## src/rtl/clock_page_replacement_defines.svh

```systemverilog
// Assertion macros for the clock page replacement block.
`ifndef CLOCK_PAGE_REPLACEMENT_DEFINES_SVH
`define CLOCK_PAGE_REPLACEMENT_DEFINES_SVH

`ifndef SYNTHESIS

// Checked on every clock edge outside reset.
`define CPR_ASSERT(lbl, prop, msg) \
    lbl: assert property (@(posedge clk) disable iff (!rst_n) prop) else $error(msg);

// Checked on every clock edge, reset included.
`define CPR_ASSERT_ALWAYS(lbl, prop, msg) \
    lbl: assert property (@(posedge clk) prop) else $error(msg);

`else

`define CPR_ASSERT(lbl, prop, msg)
`define CPR_ASSERT_ALWAYS(lbl, prop, msg)

`endif

`endif

```

## src/rtl/cpr_pkg.sv

```systemverilog
package cpr_pkg;

    localparam int MAX_FRAMES  = 8;
    localparam int FRAME_IDX_W = $clog2(MAX_FRAMES);
    localparam int FC_W        = 4;
    localparam int PAGE_W      = 16;
    localparam int CNT_W       = 16;
    localparam int OP_W        = 2;
    localparam int CFG_IDX_W   = 1;
    localparam int CFG_DATA_W  = 4;

    localparam logic [FC_W-1:0]  FC_RESET  = 4'd4;
    localparam logic [CNT_W-1:0] CNT_MAX   = '1;

    typedef logic [OP_W-1:0] opcode_t;

    localparam opcode_t OP_ACCESS  = 2'd0;
    localparam opcode_t OP_PRELOAD = 2'd1;
    localparam opcode_t OP_RESTART = 2'd2;

    typedef logic [CFG_IDX_W-1:0] cfg_idx_t;

    localparam cfg_idx_t REG_FRAME_COUNT  = 1'd0;
    localparam cfg_idx_t REG_START_AT_TOP = 1'd1;

    // controller -> datapath, at most one set per cycle
    typedef struct packed {
        logic capture;
        logic exec;
        logic skip;
        logic load;
    } cpr_cmd_t;

    // datapath -> controller
    typedef struct packed {
        logic access;
        logic hit;
        logic use_at_hand;
    } cpr_status_t;

endpackage

```

## src/rtl/clock_page_replacement.sv

```systemverilog
// Clock (second chance) page replacement over up to eight frames. One result per input
// item. A hit, preload, restart or unused opcode is captured at transfer, then gets a
// parallel tag compare over the frames in use and the update, then its result; a miss
// adds the one-frame-per-cycle hand sweep, which clears each set use bit the hand passes,
// and then loads the frame at the hand (effective frame count clamped to 1..8).
// A new item is taken in the cycle its predecessor's result transfers.
// The user must write configuration only while idle; the block itself does not enforce it.
module clock_page_replacement (
    input  logic                               clk,
    input  logic                               rst_n,
    input  logic                               cfg_wen,
    input  cpr_pkg::cfg_idx_t                  cfg_index,
    input  logic [cpr_pkg::CFG_DATA_W-1:0]     cfg_data,
    input  logic                               in_valid,
    output logic                               in_ready,
    input  cpr_pkg::opcode_t                   opcode,
    input  logic [cpr_pkg::PAGE_W-1:0]         page,
    input  logic [cpr_pkg::FRAME_IDX_W-1:0]    frame_slot,
    input  logic                               use_value,
    output logic                               out_valid,
    input  logic                               out_ready,
    output logic                               hit,
    output logic [cpr_pkg::FRAME_IDX_W-1:0]    frame_touched,
    output logic                               evicted_valid,
    output logic [cpr_pkg::PAGE_W-1:0]         evicted_page,
    output logic [cpr_pkg::CNT_W-1:0]          fault_total,
    output logic [cpr_pkg::CNT_W-1:0]          replace_total
);

    cpr_pkg::cpr_cmd_t    cmd;
    cpr_pkg::cpr_status_t status;

    cpr_ctrl u_ctrl (
        .clk       (clk),
        .rst_n     (rst_n),
        .in_valid  (in_valid),
        .in_ready  (in_ready),
        .out_valid (out_valid),
        .out_ready (out_ready),
        .status    (status),
        .cmd       (cmd)
    );

    cpr_datapath u_datapath (
        .clk           (clk),
        .rst_n         (rst_n),
        .cfg_wen       (cfg_wen),
        .cfg_index     (cfg_index),
        .cfg_data      (cfg_data),
        .opcode        (opcode),
        .page          (page),
        .frame_slot    (frame_slot),
        .use_value     (use_value),
        .cmd           (cmd),
        .status        (status),
        .hit           (hit),
        .frame_touched (frame_touched),
        .evicted_valid (evicted_valid),
        .evicted_page  (evicted_page),
        .fault_total   (fault_total),
        .replace_total (replace_total)
    );

endmodule

```

## src/rtl/cpr_datapath.sv

```systemverilog
module cpr_datapath (
    input  logic                               clk,
    input  logic                               rst_n,
    input  logic                               cfg_wen,
    input  cpr_pkg::cfg_idx_t                  cfg_index,
    input  logic [cpr_pkg::CFG_DATA_W-1:0]     cfg_data,
    input  cpr_pkg::opcode_t                   opcode,
    input  logic [cpr_pkg::PAGE_W-1:0]         page,
    input  logic [cpr_pkg::FRAME_IDX_W-1:0]    frame_slot,
    input  logic                               use_value,
    input  cpr_pkg::cpr_cmd_t                  cmd,
    output cpr_pkg::cpr_status_t               status,
    output logic                               hit,
    output logic [cpr_pkg::FRAME_IDX_W-1:0]    frame_touched,
    output logic                               evicted_valid,
    output logic [cpr_pkg::PAGE_W-1:0]         evicted_page,
    output logic [cpr_pkg::CNT_W-1:0]          fault_total,
    output logic [cpr_pkg::CNT_W-1:0]          replace_total
);

    localparam int NF = cpr_pkg::MAX_FRAMES;
    localparam int IW = cpr_pkg::FRAME_IDX_W;
    localparam int FW = cpr_pkg::FC_W;
    localparam int PW = cpr_pkg::PAGE_W;
    localparam int CW = cpr_pkg::CNT_W;

    logic [FW-1:0]      frame_count_reg;
    logic               start_at_top_reg;

    cpr_pkg::opcode_t   op_reg;
    logic [PW-1:0]      page_reg;
    logic [IW-1:0]      slot_reg;
    logic               use_in_reg;

    logic [PW-1:0]      frame_page_reg [NF];
    logic [PW-1:0]      frame_page_next [NF];
    logic [NF-1:0]      frame_valid_reg, frame_valid_next;
    logic [NF-1:0]      use_flag_reg, use_flag_next;
    logic [IW-1:0]      hand_reg, hand_next;
    logic [CW-1:0]      fault_reg, fault_next;
    logic [CW-1:0]      replace_reg, replace_next;

    logic               hit_reg, hit_next;
    logic [IW-1:0]      touched_reg, touched_next;
    logic               ev_valid_reg, ev_valid_next;
    logic [PW-1:0]      ev_page_reg, ev_page_next;

    logic [FW-1:0]      fc_eff;
    logic [IW-1:0]      hand_norm;
    logic [IW-1:0]      hand_inc;
    logic [IW-1:0]      restart_hand;
    logic               hit_any;
    logic [IW-1:0]      hit_idx;

    always_comb
    begin
        if (frame_count_reg == '0)
            fc_eff = FW'(1);
        else if (frame_count_reg > FW'(NF))
            fc_eff = FW'(NF);
        else
            fc_eff = frame_count_reg;
    end

    assign hand_norm    = ({1'b0, hand_reg} >= fc_eff) ? '0 : hand_reg;
    assign hand_inc     = ({1'b0, hand_reg} + FW'(1) == fc_eff) ? '0 : hand_reg + IW'(1);
    assign restart_hand = start_at_top_reg ? IW'(fc_eff - FW'(1)) : '0;

    // lowest valid matching frame below the frame count
    always_comb
    begin
        hit_any = 1'b0;
        hit_idx = '0;
        for (int j = NF - 1; j >= 0; j--)
        begin
            if ((FW'(j) < fc_eff) && frame_valid_reg[j] && (frame_page_reg[j] == page_reg))
            begin
                hit_any = 1'b1;
                hit_idx = IW'(j);
            end
        end
    end

    assign status.access      = (op_reg == cpr_pkg::OP_ACCESS);
    assign status.hit         = hit_any;
    assign status.use_at_hand = use_flag_reg[hand_reg];

    always_comb
    begin
        frame_page_next  = frame_page_reg;
        frame_valid_next = frame_valid_reg;
        use_flag_next    = use_flag_reg;
        hand_next        = hand_reg;
        fault_next       = fault_reg;
        replace_next     = replace_reg;
        hit_next         = hit_reg;
        touched_next     = touched_reg;
        ev_valid_next    = ev_valid_reg;
        ev_page_next     = ev_page_reg;

        priority if (cmd.exec)
        begin
            hit_next      = 1'b0;
            touched_next  = '0;
            ev_valid_next = 1'b0;
            ev_page_next  = '0;
            unique case (op_reg)
                cpr_pkg::OP_ACCESS:
                begin
                    hand_next = hand_norm;
                    if (hit_any)
                    begin
                        use_flag_next[hit_idx] = 1'b1;
                        hit_next               = 1'b1;
                        touched_next           = hit_idx;
                    end
                end
                cpr_pkg::OP_PRELOAD:
                begin
                    frame_page_next[slot_reg]  = page_reg;
                    frame_valid_next[slot_reg] = 1'b1;
                    use_flag_next[slot_reg]    = use_in_reg;
                    touched_next               = slot_reg;
                end
                cpr_pkg::OP_RESTART:
                begin
                    frame_valid_next = '0;
                    use_flag_next    = '0;
                    fault_next       = '0;
                    replace_next     = '0;
                    hand_next        = restart_hand;
                    touched_next     = restart_hand;
                end
                default:
                begin
                end
            endcase
        end
        else if (cmd.skip)
        begin
            use_flag_next[hand_reg] = 1'b0;
            hand_next               = hand_inc;
        end
        else if (cmd.load)
        begin
            if (fault_reg != cpr_pkg::CNT_MAX)
                fault_next = fault_reg + CW'(1);
            if (frame_valid_reg[hand_reg])
            begin
                ev_valid_next = 1'b1;
                ev_page_next  = frame_page_reg[hand_reg];
                if (replace_reg != cpr_pkg::CNT_MAX)
                    replace_next = replace_reg + CW'(1);
            end
            frame_page_next[hand_reg]  = page_reg;
            frame_valid_next[hand_reg] = 1'b1;
            use_flag_next[hand_reg]    = 1'b1;
            touched_next               = hand_reg;
            hand_next                  = hand_inc;
        end
        else
        begin
        end
    end

    always_ff @(posedge clk or negedge rst_n)
    begin
        if (!rst_n)
        begin
            frame_count_reg  <= cpr_pkg::FC_RESET;
            start_at_top_reg <= 1'b0;
            frame_valid_reg  <= '0;
            use_flag_reg     <= '0;
            hand_reg         <= '0;
            fault_reg        <= '0;
            replace_reg      <= '0;
        end
        else
        begin
            if (cfg_wen)
            begin
                if (cfg_index == cpr_pkg::REG_FRAME_COUNT)
                    frame_count_reg <= cfg_data[FW-1:0];
                else if (cfg_index == cpr_pkg::REG_START_AT_TOP)
                    start_at_top_reg <= cfg_data[0];
            end
            frame_valid_reg <= frame_valid_next;
            use_flag_reg    <= use_flag_next;
            hand_reg        <= hand_next;
            fault_reg       <= fault_next;
            replace_reg     <= replace_next;
        end
    end

    always_ff @(posedge clk)
    begin
        if (cmd.capture)
        begin
            op_reg     <= opcode;
            page_reg   <= page;
            slot_reg   <= frame_slot;
            use_in_reg <= use_value;
        end
        frame_page_reg <= frame_page_next;
        hit_reg        <= hit_next;
        touched_reg    <= touched_next;
        ev_valid_reg   <= ev_valid_next;
        ev_page_reg    <= ev_page_next;
    end

    assign hit           = hit_reg;
    assign frame_touched = touched_reg;
    assign evicted_valid = ev_valid_reg;
    assign evicted_page  = ev_page_reg;
    assign fault_total   = fault_reg;
    assign replace_total = replace_reg;

endmodule

```

## src/rtl/cpr_ctrl.sv

```systemverilog
`include "clock_page_replacement_defines.svh"

module cpr_ctrl (
    input  logic                  clk,
    input  logic                  rst_n,
    input  logic                  in_valid,
    output logic                  in_ready,
    output logic                  out_valid,
    input  logic                  out_ready,
    input  cpr_pkg::cpr_status_t  status,
    output cpr_pkg::cpr_cmd_t     cmd
);

    typedef enum logic [3:0] {
        ST_IDLE  = 4'b0001,
        ST_EXEC  = 4'b0010,
        ST_SWEEP = 4'b0100,
        ST_RESP  = 4'b1000
    } state_t;

    state_t state_reg, state_next;

    assign in_ready  = (state_reg == ST_IDLE) || ((state_reg == ST_RESP) && out_ready);
    assign out_valid = (state_reg == ST_RESP);

    always_comb
    begin
        state_next = state_reg;
        cmd        = '0;
        unique case (state_reg)
            ST_IDLE:
            begin
                if (in_valid)
                begin
                    cmd.capture = 1'b1;
                    state_next  = ST_EXEC;
                end
            end
            ST_EXEC:
            begin
                cmd.exec = 1'b1;
                if (status.access && !status.hit)
                    state_next = ST_SWEEP;
                else
                    state_next = ST_RESP;
            end
            ST_SWEEP:
            begin
                if (status.use_at_hand)
                    cmd.skip = 1'b1;
                else
                begin
                    cmd.load   = 1'b1;
                    state_next = ST_RESP;
                end
            end
            ST_RESP:
            begin
                if (out_ready)
                begin
                    if (in_valid)
                    begin
                        cmd.capture = 1'b1;
                        state_next  = ST_EXEC;
                    end
                    else
                        state_next = ST_IDLE;
                end
            end
            default:
            begin
                state_next = ST_IDLE;
            end
        endcase
    end

    always_ff @(posedge clk or negedge rst_n)
    begin
        if (!rst_n)
            state_reg <= ST_IDLE;
        else
            state_reg <= state_next;
    end

    `CPR_ASSERT(a_sweep_only_on_access,
                (state_reg == ST_SWEEP) |-> status.access,
                "sweep on non-access item")
    `CPR_ASSERT(a_load_ends_sweep,
                ((state_reg == ST_SWEEP) && !status.use_at_hand) |=> (state_reg == ST_RESP),
                "load did not finish item")
    `CPR_ASSERT(a_transfer_starts_exec,
                (in_valid && in_ready) |=> (state_reg == ST_EXEC),
                "accepted item not executed")

endmodule
```

## config.mk

```make
export PLATFORM = sky130hd
export DESIGN_NAME = clock_page_replacement
export DESIGN_NICKNAME = d
export VERILOG_FILES = /design/src/rtl/cpr_pkg.sv /design/src/rtl/clock_page_replacement.sv /design/src/rtl/cpr_datapath.sv /design/src/rtl/cpr_ctrl.sv
export VERILOG_INCLUDE_DIRS = /design/src /design/src/rtl
export SDC_FILE = /design/constraint.sdc
export NUM_CORES = 1
export LEC_CHECK = 0
export ABC_AREA = 1
export BUFFER_PORTS_ARGS = -buffer_cell sky130_fd_sc_hd__buf_2
export CAP_MARGIN = 40
export CORE_UTILIZATION = 25
export CTS_CLUSTER_SIZE = 10
export DETAILED_ROUTE_END_ITERATION = 6
export PLACE_DENSITY = 0.46
export SETUP_SLACK_MARGIN = 0.15
export SLEW_MARGIN = 5
export SYNTH_ARGS = -nofsm -noshare
export SYNTH_HDL_FRONTEND = slang
export SYNTH_SLANG_ARGS = --single-unit
```

## constraint.sdc

```tcl
create_clock -name clk -period 6.85 [get_ports clk]
set_input_delay 1.37 -clock clk [delete_from_list [all_inputs] [get_ports clk]]
set_output_delay 1.37 -clock clk [all_outputs]
set_load 0.01 [all_outputs]
```

==> run_results.csv, run 1 <==
group,metric,value,unit
power_and_ir_drop,seqPwrFrac,35.3,%
floorplan,dieWidth,238,um
global_route,grt_util_all_layers,22.5,%
critical_path,slowest_delay,0.65,ns
power_and_ir_drop,ir_worst_vdd,0.000222,V
synth,synth-edff-count,154,
synth,syn_avg_cell_area,7.68,um2
clocking,clk_path_buf_depth,3,
layout,finalInstanceArea,0.0163,mm2
synth,synth_seq_cells,231,
critical_path,critical_path_buf_inv_count,6,
synth,synth_cell_types,57,
hold_path,hold_end,"u_datapath.frame_valid_reg[5]$_DFFE_PN0P_",
synth,synthCells,1818,
clocking,cts_tree,"yes",
detailed_routing,dr.pass1.iters,5,
critical_path,worst-path-max-fanout,24,
timing,hold_ws,0.506,ns
timing,finalCritPeriodShare,64.8,%
clocking,cts_buffers,30,
global_route,grt_max_degree,62,
timing,relSlewSlack,25.1,%
critical_path,path_delay_family,"simple AND/OR/NAND/NOR gates",
layout,num_antenna_cells,0,
detailed_routing,ant_nets,0,
floorplan,rows,86,
critical_path,r2r_cells,16,
layout,final_nets,1948,
floorplan,core,0.0552,mm2
global_route,grt_antenna_before_repair,1,
critical_path,cpMaxStageDelayCell,"nor2_1",
power_and_ir_drop,p_int,3.34,mW
detailed_routing,vias_per_cell,5.09,
detailed_routing,drtIter0Drc,1416,
floorplan,dieArea,0.0568,mm2
floorplan,ios,87,
synth,synthArstFlopShare,26.0,%
clocking,htree_levels,1,
critical_path,criticalPathCategory,"reg -> reg",
flow_run,maxCapViolations,0,
global_route,grt_pass1_wl,92400,um
hold_path,min_path_type,"reg -> reg",
clocking,cts.hold.buffers_added,0,
synth,synth_nets,1862,
layout,layout-drive-gt1-share,10.7,%
power_and_ir_drop,power_switching,2.69,mW
critical_path,crit_chain,"nor2_1 -> inv_1 -> nor2_1 -> buf_4 -> inv_1 -> o22ai_1 -> inv_1 -> nand4_2 -> inv_2 -> nor2_4 -> a21oi_2 -> o21ai_2 -> nor2_4 -> o21ai_2 -> nor2_1 -> buf_4",
placement,dp_hpwl,48000,um
clocking,cts_root_buffer,"clkbuf_16",
global_route,grt_pass1_vias,12937,
timing,tightest_slew,1.12,ns
critical_path,r2r_start,"u_datapath.hand_reg[2]$_DFFE_PN0P_",
clocking,insertion_delay,0.61,ns
timing,clock_skew,0.0401,ns
run_status,status,"completed",
power_and_ir_drop,swShare,44.6,%
floorplan,die_h,238,um
timing,rsz0062_at_grt,"no",
timing,finalSetupViolCount,0,
synth,synth.yosys.seq_area_share,46.3,%
layout,fill_cells,5988,
synth,yosys_warnings,0,
hold_path,hold_start,"u_datapath.frame_valid_reg[5]$_DFFE_PN0P_",
clocking,post_cts_buffers,0,
detailed_routing,vias,13628,
placement,gp_congestion,1.03,
power_and_ir_drop,combPwrFrac,39.3,%
power_and_ir_drop,pwr_density_cell,370,mW/mm2
clocking,cts_resized,0,
timing,finalMaxSlewViolations,0,
layout,area_growth,16.8,%
timing,hold_violations,0,
critical_path,cp.required,7.16,ns
timing,tns,0,ns
synth,synthFlopType,"edfxtp_1",
detailed_routing,routedWlPerCell,24.1,um
detailed_routing,wl,64500,um
clocking,cts.sinks,231,
placement,portBuffers,86,
global_route,overflow,0,
synth,netlist_area,0.0140,mm2
timing,fin_crit,4.44,ns
power_and_ir_drop,clockPowerShare,25.5,%
hold_path,hold_depth,2,
layout,post-route-util,29.6,%
critical_path,r2r_slack,2.41,ns
floorplan,initial_core_util,25.3,%
critical_path,r2r_end,"u_datapath.frame_page_reg[113]$_DFFE_PP_",
detailed_routing,drc,0,
timing,fmax,225,MHz
critical_path,cp.arrival,4.75,ns
critical_path,endpoint_kind,"flip-flop",
clocking,clk_pin_slew,0.06,ns
power_and_ir_drop,leakagePower,7.23,nW
critical_path,cp-start-kind,"flip-flop",
layout,largest_register_ffs,128,
placement,dpl_cell_area,0.0154,mm2
[cells by family (layout without fill, tap and decap cells)]
kind of cell             Yosys count  after routing  share of synthesized area [%]
multiplexers                       1              1                         0.0806
flip-flops                       231            231                           46.3
AO/OA/AOI/OAI                    223            223                           10.0
AND/OR/NAND/NOR                 1004           1004                           30.2
adder cells (fa/ha/maj)           12             12                           1.07
XOR/XNOR                          64             64                           4.01
buffers and inverters            283            393                           8.29
[per-layer routing]
metal	track usage, %	share of wire, %	up-vias
met2	35.8	45	703
met4	9.19	4.3	2
met1	30.6	43	6584
li1	-	-	6206
met3	3.01	7.5	133
met5	0	0.020	-
[worst max path at each step]
stage	start	to	slack [ns]	depth (start not counted)
after CTS	u_datapath.hand_reg[2]$_DFFE_PN0P_	u_datapath.frame_page_reg[114]$_DFFE_PP_	2.53	13
final	u_datapath.hand_reg[2]$_DFFE_PN0P_	u_datapath.frame_page_reg[113]$_DFFE_PP_	2.41	16
after global routing	u_datapath.hand_reg[2]$_DFFE_PN0P_	u_datapath.frame_page_reg[116]$_DFFE_PP_	2.14	13
after detailed placement	u_datapath.hand_reg[2]$_DFFE_PN0P_	u_datapath.frame_page_reg[114]$_DFFE_PP_	2.53	16
after global placement	u_datapath.hand_reg[2]$_DFFE_PN0P_	u_datapath.frame_page_reg[22]$_DFFE_PP_	2.41	14
after floorplan	in_valid	u_datapath.op_reg[0]$_DFFE_PP_	3.28	2
[final cells by class]
class / count / area (um2) / area share (%)
tap: 748 / 936 / 5.73
multi-input combinational: 1304 / 6360 / 39.0
clock buffer: 48 / 878 / 5.38
inverter: 212 / 796 / 4.88
sequential: 231 / 6470 / 39.6
clock inverter: 8 / 67.6 / 0.414
timing repair buffer: 125 / 811 / 4.97
[power by group through the flow]
stage	clock (mW)	sequential, mW	combinational [mW]
after floorplan	0	1.96	1.42
after global placement	0	2.14	2.30
after detailed placement	0	2.14	2.33
after CTS	1.57	2.12	2.33
after global routing	1.63	2.14	2.55
final	1.54	2.13	2.37
[stage by stage]
stage               setup WS [ns]  power (mW)  cells
global placement             2.41        4.44   2610
CTS                          2.53        6.02   2676
detailed placement           2.53        4.47   2620
finish                       2.41        6.03   2676
floorplan                    3.28        3.38   1818
global route                 2.14        6.31   2676
[cells in the final DEF, fill, tap and decap left out, types with 3 or more instances in the layout]
master and count:
nor4b_1 3, clkbuf_16 30, xnor2_1 34, nor4_1 14
ha_1 12, nand2_1 471, clkbuf_8 6, clkinv_2 6
nor3_1 35, nor2_1 316, dfxtp_1 17, o22ai_1 27
dfrtp_1 58, nand3_1 90, a21boi_1 3, or2_2 6
a41oi_1 3, edfxtp_1 154, xor2_1 30, a22oi_1 4
nor2_4 3, a221oi_1 32, nand3b_1 5, o21ai_1 9
buf_4 33, inv_1 203, clkbuf_1 12, buf_2 86
nand4_1 44, buf_16 3, a31oi_1 17, a21oi_1 35
o21ai_0 70, o2111ai_1 6, inv_2 8, nand2_2 3
[synthesized netlist by cell type, types with 3 or more instances]
master / n / area share [%]
a21boi_1: 3 / 0.16
a21oi_1: 35 / 1.3
a221oi_1: 32 / 2.0
a22oi_1: 4 / 0.21
a31oi_1: 17 / 0.76
a41oi_1: 3 / 0.19
buf_2: 23 / 0.82
buf_4: 16 / 0.86
clkbuf_1: 29 / 0.78
dfrtp_1: 58 / 10
dfxtp_1: 17 / 2.4
edfxtp_1: 154 / 33
ha_1: 12 / 1.1
inv_1: 203 / 5.5
inv_2: 8 / 0.21
nand2_1: 471 / 13
nand2_2: 3 / 0.13
nand3_1: 90 / 3.2
nand3b_1: 5 / 0.27
nand4_1: 44 / 2.0
nor2_1: 316 / 8.5
nor2_4: 3 / 0.24
nor3_1: 36 / 1.3
nor4_1: 14 / 0.63
nor4b_1: 3 / 0.19
o2111ai_1: 6 / 0.38
o21ai_0: 70 / 2.5
o21ai_1: 9 / 0.32
o22ai_1: 27 / 1.2
or2_2: 6 / 0.27
xnor2_1: 34 / 2.1
xor2_1: 30 / 1.9
[worst register-to-register path, delay by kind of cell (launching register included)]
kind | cells | cell delay, ns
AND/OR/NAND/NOR | 6 | 1.54
buffers and inverters | 6 | 1.26
AO/OA/AOI/OAI | 4 | 0.83
flip-flops | 1 | 0.55
No activity file was read; power rests on OpenSTA's default activity.
==> inputs of run 2 (changes only) <==
--- a/config.mk
+++ b/config.mk
@@ -12,7 +12,7 @@
 export CORE_UTILIZATION = 25
 export CTS_CLUSTER_SIZE = 10
 export DETAILED_ROUTE_END_ITERATION = 6
-export PLACE_DENSITY = 0.46
+export PLACE_DENSITY = 0.47
 export SETUP_SLACK_MARGIN = 0.15
 export SLEW_MARGIN = 5
 export SYNTH_ARGS = -nofsm -noshare
==> constraint.sdc (replaced) <==
create_clock -name clk -period 3.7 [get_ports clk]
set_input_delay 0.74 -clock clk [delete_from_list [all_inputs] [get_ports clk]]
set_output_delay 0.74 -clock clk [all_outputs]
set_load 0.01 [all_outputs]
==> run_results.csv, run 2 (synthesis results as in run 1) <==
group,metric,value,unit
run_status,status,"finished, violations left",
run_status,violations,"design-rule violations",
timing,relSlewSlack,36.4,%
detailed_routing,drtIter0Drc,1202,
clocking,cts.sinks,231,
floorplan,dieWidth,238,um
detailed_routing,vias_per_cell,4.94,
timing,hold_violations,0,
layout,final_common_cell,"nand2_1",
clocking,cts_root_buffer,"clkbuf_16",
layout,layout-drive-gt1-share,12.8,%
critical_path,endpoint_kind,"flip-flop",
floorplan,die_h,238,um
layout,largest_register_ffs,128,
floorplan,dieArea,0.0568,mm2
floorplan,initial_core_util,25.3,%
critical_path,criticalPathCategory,"reg -> reg",
placement,dp_hpwl,46500,um
critical_path,cpMaxStageDelayCell,"dfrtp_2",
flow_run,maxCapViolations,0,
critical_path,cpMostUsedCell,"nand2_1",
timing,finalCritPeriodShare,89.3,%
detailed_routing,wl,60500,um
clocking,cts_buffers,29,
clocking,clk_path_buf_depth,3,
critical_path,cp.arrival,3.75,ns
placement,portBuffers,86,
timing,tightest_slew,0.954,ns
floorplan,rows,86,
critical_path,crit_chain,"nor2_4 -> nand2_2 -> inv_2 -> a21oi_1 -> inv_1 -> ha_2 -> o21ai_0 -> nor4_1 -> nand3_1 -> nand2_1 -> nor2_1 -> a21oi_1 -> nand3_1 -> nand2_1 -> nand2_1 -> nand2_1",
critical_path,crit_path_start,"u_datapath.frame_count_reg[3]$_DFFE_PN0P_",
power_and_ir_drop,ir_worst_vdd,0.000366,V
power_and_ir_drop,finalPower,11.1,mW
global_route,grt_max_degree,50,
timing,clock_skew,0.0160,ns
detailed_routing,drc,5,
clocking,cts.hold.buffers_added,0,
timing,hold_ws,0.0351,ns
clocking,clk_pin_slew,0.07,ns
timing,rsz0062_at_grt,"no",
timing,fmax,303,MHz
detailed_routing,dr.pass1.iters,7,
clocking,post_cts_buffers,0,
timing,fin_crit,3.30,ns
power_and_ir_drop,leakagePower,7.41,nW
critical_path,slowest_delay,0.50,ns
clocking,htree_levels,1,
critical_path,worst-path-max-fanout,9,
global_route,grt_pass1_wl,87700,um
layout,area_growth,18.9,%
global_route,overflow,0,
hold_path,min_path_type,"in -> async",
global_route,grt_util_all_layers,21.0,%
critical_path,cp.required,4.14,ns
floorplan,core,0.0552,mm2
power_and_ir_drop,pwr_density_cell,670,mW/mm2
detailed_routing,ant_nets,0,
floorplan,ios,87,
detailed_routing,vias,13447,
clocking,insertion_delay,0.59,ns
critical_path,cp-start-kind,"flip-flop",
layout,final_nets,1992,
placement,gp_congestion,0.972,
global_route,grt_antenna_before_repair,1,
layout,final_cell_mix,"nand2_1 (470), nor2_1 (314), inv_1 (202)",
layout,post-route-util,30.1,%
timing,finalMaxSlewViolations,0,
timing,tns,0,ns
critical_path,r2r_start,"u_datapath.frame_count_reg[3]$_DFFE_PN0P_",
timing,finalSetupViolCount,0,
global_route,grt_pass1_vias,13168,
detailed_routing,routedWlPerCell,22.2,um
clocking,cts_resized,0,
clocking,cts_tree,"yes",
==> run 2: cell types whose count changed in the layout (fill, tap and decap cells not counted), moves of 2 or more <==
cell	before	now
buf_4	33	80
buf_12	1	4
buf_16	3	0
clkinv_2	6	3
buf_8	2	0
clkbuf_1	12	14
nor2_1	316	314
==> run 2: layout make-up <==
| type | count | area (um2) |
|---|---|---|
| diodes | 1 | 2.50 |
| clock buffers | 50 | 875 |
| clock inverters | 4 | 35.0 |
| fillers | 5961 | 38600 |
| inverters | 212 | 796 |
| multi-input cells | 1304 | 6380 |
| flip-flops and latches | 231 | 6470 |
| well taps | 748 | 936 |
| repair buffers | 170 | 1110 |
==> run 2: power breakdown <==
part | internal (mW) | total, mW | switching [mW]
registers | 3.30 | 3.76 | 0.457
clock network | 1.60 | 2.79 | 1.19
logic | 1.38 | 4.58 | 3.20
total | 6.27 | 11.1 | 4.85
==> run 2: stage by stage <==
stage | instances | cell area [um2] | setup slack (ns)
after floorplan | 1818 | 14000 | 0.730
after global placement | 2664 | 15700 | 0.233
after detailed placement | 2665 | 15700 | 0.187
after CTS | 2719 | 16600 | 0.169
after global routing | 2719 | 16600 | 0.150
final | 2720 | 16600 | 0.397
==> run 2: final timing paths <==
| kind | to | slack [ns] | cells past startpoint |
|---|---|---|---|
| worst min-delay path | u_datapath.replace_total[10]$_DFFE_PN0P_ | 0.04 | 1 |
| min in group clk | u_datapath.page_reg[2]$_DFFE_PP_ | 0.33 | 1 |
| worst min register to register | u_datapath.frame_valid_reg[5]$_DFFE_PN0P_ | 0.49 | 2 |
| worst max register to register | u_datapath.frame_touched[0]$_DFFE_PP_ | 0.40 | 16 |
| worst max-delay path | u_datapath.frame_touched[0]$_DFFE_PP_ | 0.40 | 16 |
| max in group asynchronous | u_ctrl.state_reg[0]$_DFFE_PN1P_ | 3.03 | 2 |
==> run 2: routing by layer <==
layer	global-route usage [%]	vias up	wire, um
li1	-	6304	-
met4	6.88	0	2130
met2	35.8	523	28700
met3	2.79	113	3620
met1	27.4	6507	26000
met5	0	-	0
==> run 2: worst max-delay path, delay by kind of cell, from the launching register on <==
| family | cells | cell delay, ns |
|---|---|---|
| AOI/OAI and AO/OA | 3 | 0.47 |
| adders and majority gates | 1 | 0.28 |
| buffers and inverters | 2 | 0.35 |
| DFF | 1 | 0.50 |
| and+or+nand+nor | 10 | 1.57 |
==> inputs of run 3 (changes only) <==
--- a/config.mk
+++ b/config.mk
@@ -9,10 +9,10 @@
 export ABC_AREA = 1
 export BUFFER_PORTS_ARGS = -buffer_cell sky130_fd_sc_hd__buf_2
 export CAP_MARGIN = 40
-export CORE_UTILIZATION = 25
+export CORE_UTILIZATION = 45
 export CTS_CLUSTER_SIZE = 10
 export DETAILED_ROUTE_END_ITERATION = 6
-export PLACE_DENSITY = 0.47
+export PLACE_DENSITY = 0.7
 export SETUP_SLACK_MARGIN = 0.15
 export SLEW_MARGIN = 5
 export SYNTH_ARGS = -nofsm -noshare
==> run_results.csv, run 3 (synthesis results as in run 1) <==
group,metric,value,unit
run_status,status,"finished, violations left",
run_status,violations,"design-rule violations",
clocking,clk_pin_slew,0.06,ns
placement,post-place-ws,0.341,ns
detailed_routing,vias,13923,
timing,tightest_slew,0.757,ns
timing,clock_skew,0.0106,ns
global_route,overflow,0,
clocking,insertion_delay,0.57,ns
detailed_routing,drc,2,
detailed_routing,dr.pass1.iters,7,
clocking,cts_tree,"yes",
floorplan,rows,64,
global_route,grt_pass1_wl,82700,um
layout,final_cell_mix,"nand2_1 (471), nor2_1 (316), inv_1 (203)",
flow_run,maxCapViolations,0,
power_and_ir_drop,leakagePower,7.36,nW
detailed_routing,wl_met2,25600,um
timing,fin_crit,3.31,ns
critical_path,cp.depth,21,
layout,area_growth,15.0,%
detailed_routing,met3_length,5520,um
layout,final_common_cell,"nand2_1",
global_route,grt_util_all_layers,35.8,%
floorplan,dieArea,0.0317,mm2
power_and_ir_drop,pwr_density_cell,680,mW/mm2
layout,seq_area,0.00647,mm2
critical_path,slowest_delay,0.60,ns
power_and_ir_drop,finalPower,10.9,mW
detailed_routing,highest_layer,"met4",
timing,finalCritPeriodShare,89.5,%
layout,largest_register_ffs,128,
detailed_routing,ant_nets,0,
global_route,grt_pass1_vias,13395,
floorplan,dieWidth,178,um
detailed_routing,vias_per_cell,5.89,
detailed_routing,routedWlPerCell,23.9,um
hold_path,min_path_type,"in -> async",
critical_path,cp.required,4.15,ns
floorplan,core,0.0306,mm2
global_route,grt_max_degree,37,
timing,hold_violations,0,
clocking,cts_buffers,28,
detailed_routing,wl_met1,21200,um
placement,portBuffers,86,
critical_path,cp.arrival,3.76,ns
critical_path,critical_path_buf_inv_count,4,
critical_path,path_delay_family,"simple AND/OR/NAND/NOR gates",
global_route,grt_antenna_before_repair,1,
critical_path,cpMostUsedCell,"nand2_1",
critical_path,crit_chain,"nor2_4 -> nand2_1 -> inv_1 -> a21oi_1 -> inv_1 -> ha_2 -> nor2_1 -> nor2_1 -> nand2_1 -> nor2_1 -> nand3_1 -> nand2_1 -> inv_1 -> nand2_1 -> nor3_2 -> nand3_1 -> nand2_1 -> inv_2 -> o21ai_0 -> nand2_1 -> a21boi_1",
timing,finalMaxSlewViolations,0,
critical_path,endpoint_kind,"flip-flop",
critical_path,cp-start-kind,"flip-flop",
clocking,cts_root_buffer,"clkbuf_16",
detailed_routing,wl,56400,um
layout,layout-drive-gt1-share,12.2,%
timing,fmax,302,MHz
layout,multiInputGateArea,0.00637,mm2
layout,final_nets,1987,
layout,post-route-util,52.5,%
timing,relSlewSlack,49.5,%
clocking,htree_levels,1,
timing,finalSetupViolCount,0,
power_and_ir_drop,ir_worst_vdd,0.000534,V
floorplan,initial_core_util,45.7,%
critical_path,r2r_cells,21,
placement,dp_hpwl,42800,um
critical_path,criticalPathCategory,"reg -> reg",
timing,hold_ws,0.0519,ns
timing,tns,0,ns
clocking,clk_path_buf_depth,3,
clocking,cts.sinks,231,
placement,gp_congestion,1.05,
floorplan,die_h,178,um
timing,rsz0062_at_grt,"yes",
timing,setup_slack,0.390,ns
floorplan,ios,87,
critical_path,cpMaxStageDelayCell,"dfstp_2",
layout,fill_cells,2961,
detailed_routing,drtIter0Drc,1495,
critical_path,worst-path-max-fanout,7,
==> run 3: cell count changes in the layout (fill, tap and decap cells not counted), sizes merged <==
cell / previous run / this run
buf: 170 / 166
inv: 212 / 211
clkinv: 4 / 3
==> run 3: path summary, 6_finish.rpt <==
path                                                                start                                        to  slack (ns)
worst max-delay path            u_datapath.frame_count_reg[2]$_DFFE_PN1P_                                 flip-flop        0.39
worst min-delay path                                                rst_n  u_datapath.replace_total[13]$_DFFE_PN0P_        0.05
worst max register to register  u_datapath.frame_count_reg[2]$_DFFE_PN1P_                                 flip-flop        0.39
worst min register to register      u_datapath.evicted_valid$_SDFFE_PP0P_     u_datapath.evicted_valid$_SDFFE_PP0P_        0.50
max in group asynchronous                                           rst_n           u_ctrl.state_reg[0]$_DFFE_PN1P_        2.80
min in group clk                                                 page[13]         u_datapath.page_reg[13]$_DFFE_PP_        0.35
==> run 3: routing by layer <==
metal	track usage (%)	vias up
met2	58.9	886
met1	43.7	6552
met5	0.481	-
met3	6.18	207
li1	-	6278
met4	21.9	0
==> run 3: where the power goes <==
part	total [mW]	internal, mW	switching, mW	leakage (nW)
registers	3.71	3.30	0.410	2.33
logic	4.56	1.36	3.20	4.62
clock network	2.65	1.53	1.12	0.412
total	10.9	6.19	4.73	7.36
==> run 3: area by class of cell <==
class	count	area share, %
tap	396	3.09
clock inverter	2	0.0623
multi-input combinational	1304	39.7
sequential	231	40.3
antenna	1	0.0156
timing repair buffer	166	6.64
inverter	212	4.96
clock buffer	50	5.27
==> run 3: metrics by stage <==
stage	cell area, um2	cells
floorplan	14000	1818
global placement	15200	2307
detailed placement	15200	2309
CTS	16000	2361
global route	16100	2361
finish	16100	2362
==> run 3: repair_timing <==
action                                 CTS  global route
setup endpoints to repair                0             8
endpoints found under the hold margin    0             0
hold buffers                             0             0
resized for setup                        0             4
buffers inserted                         0             0
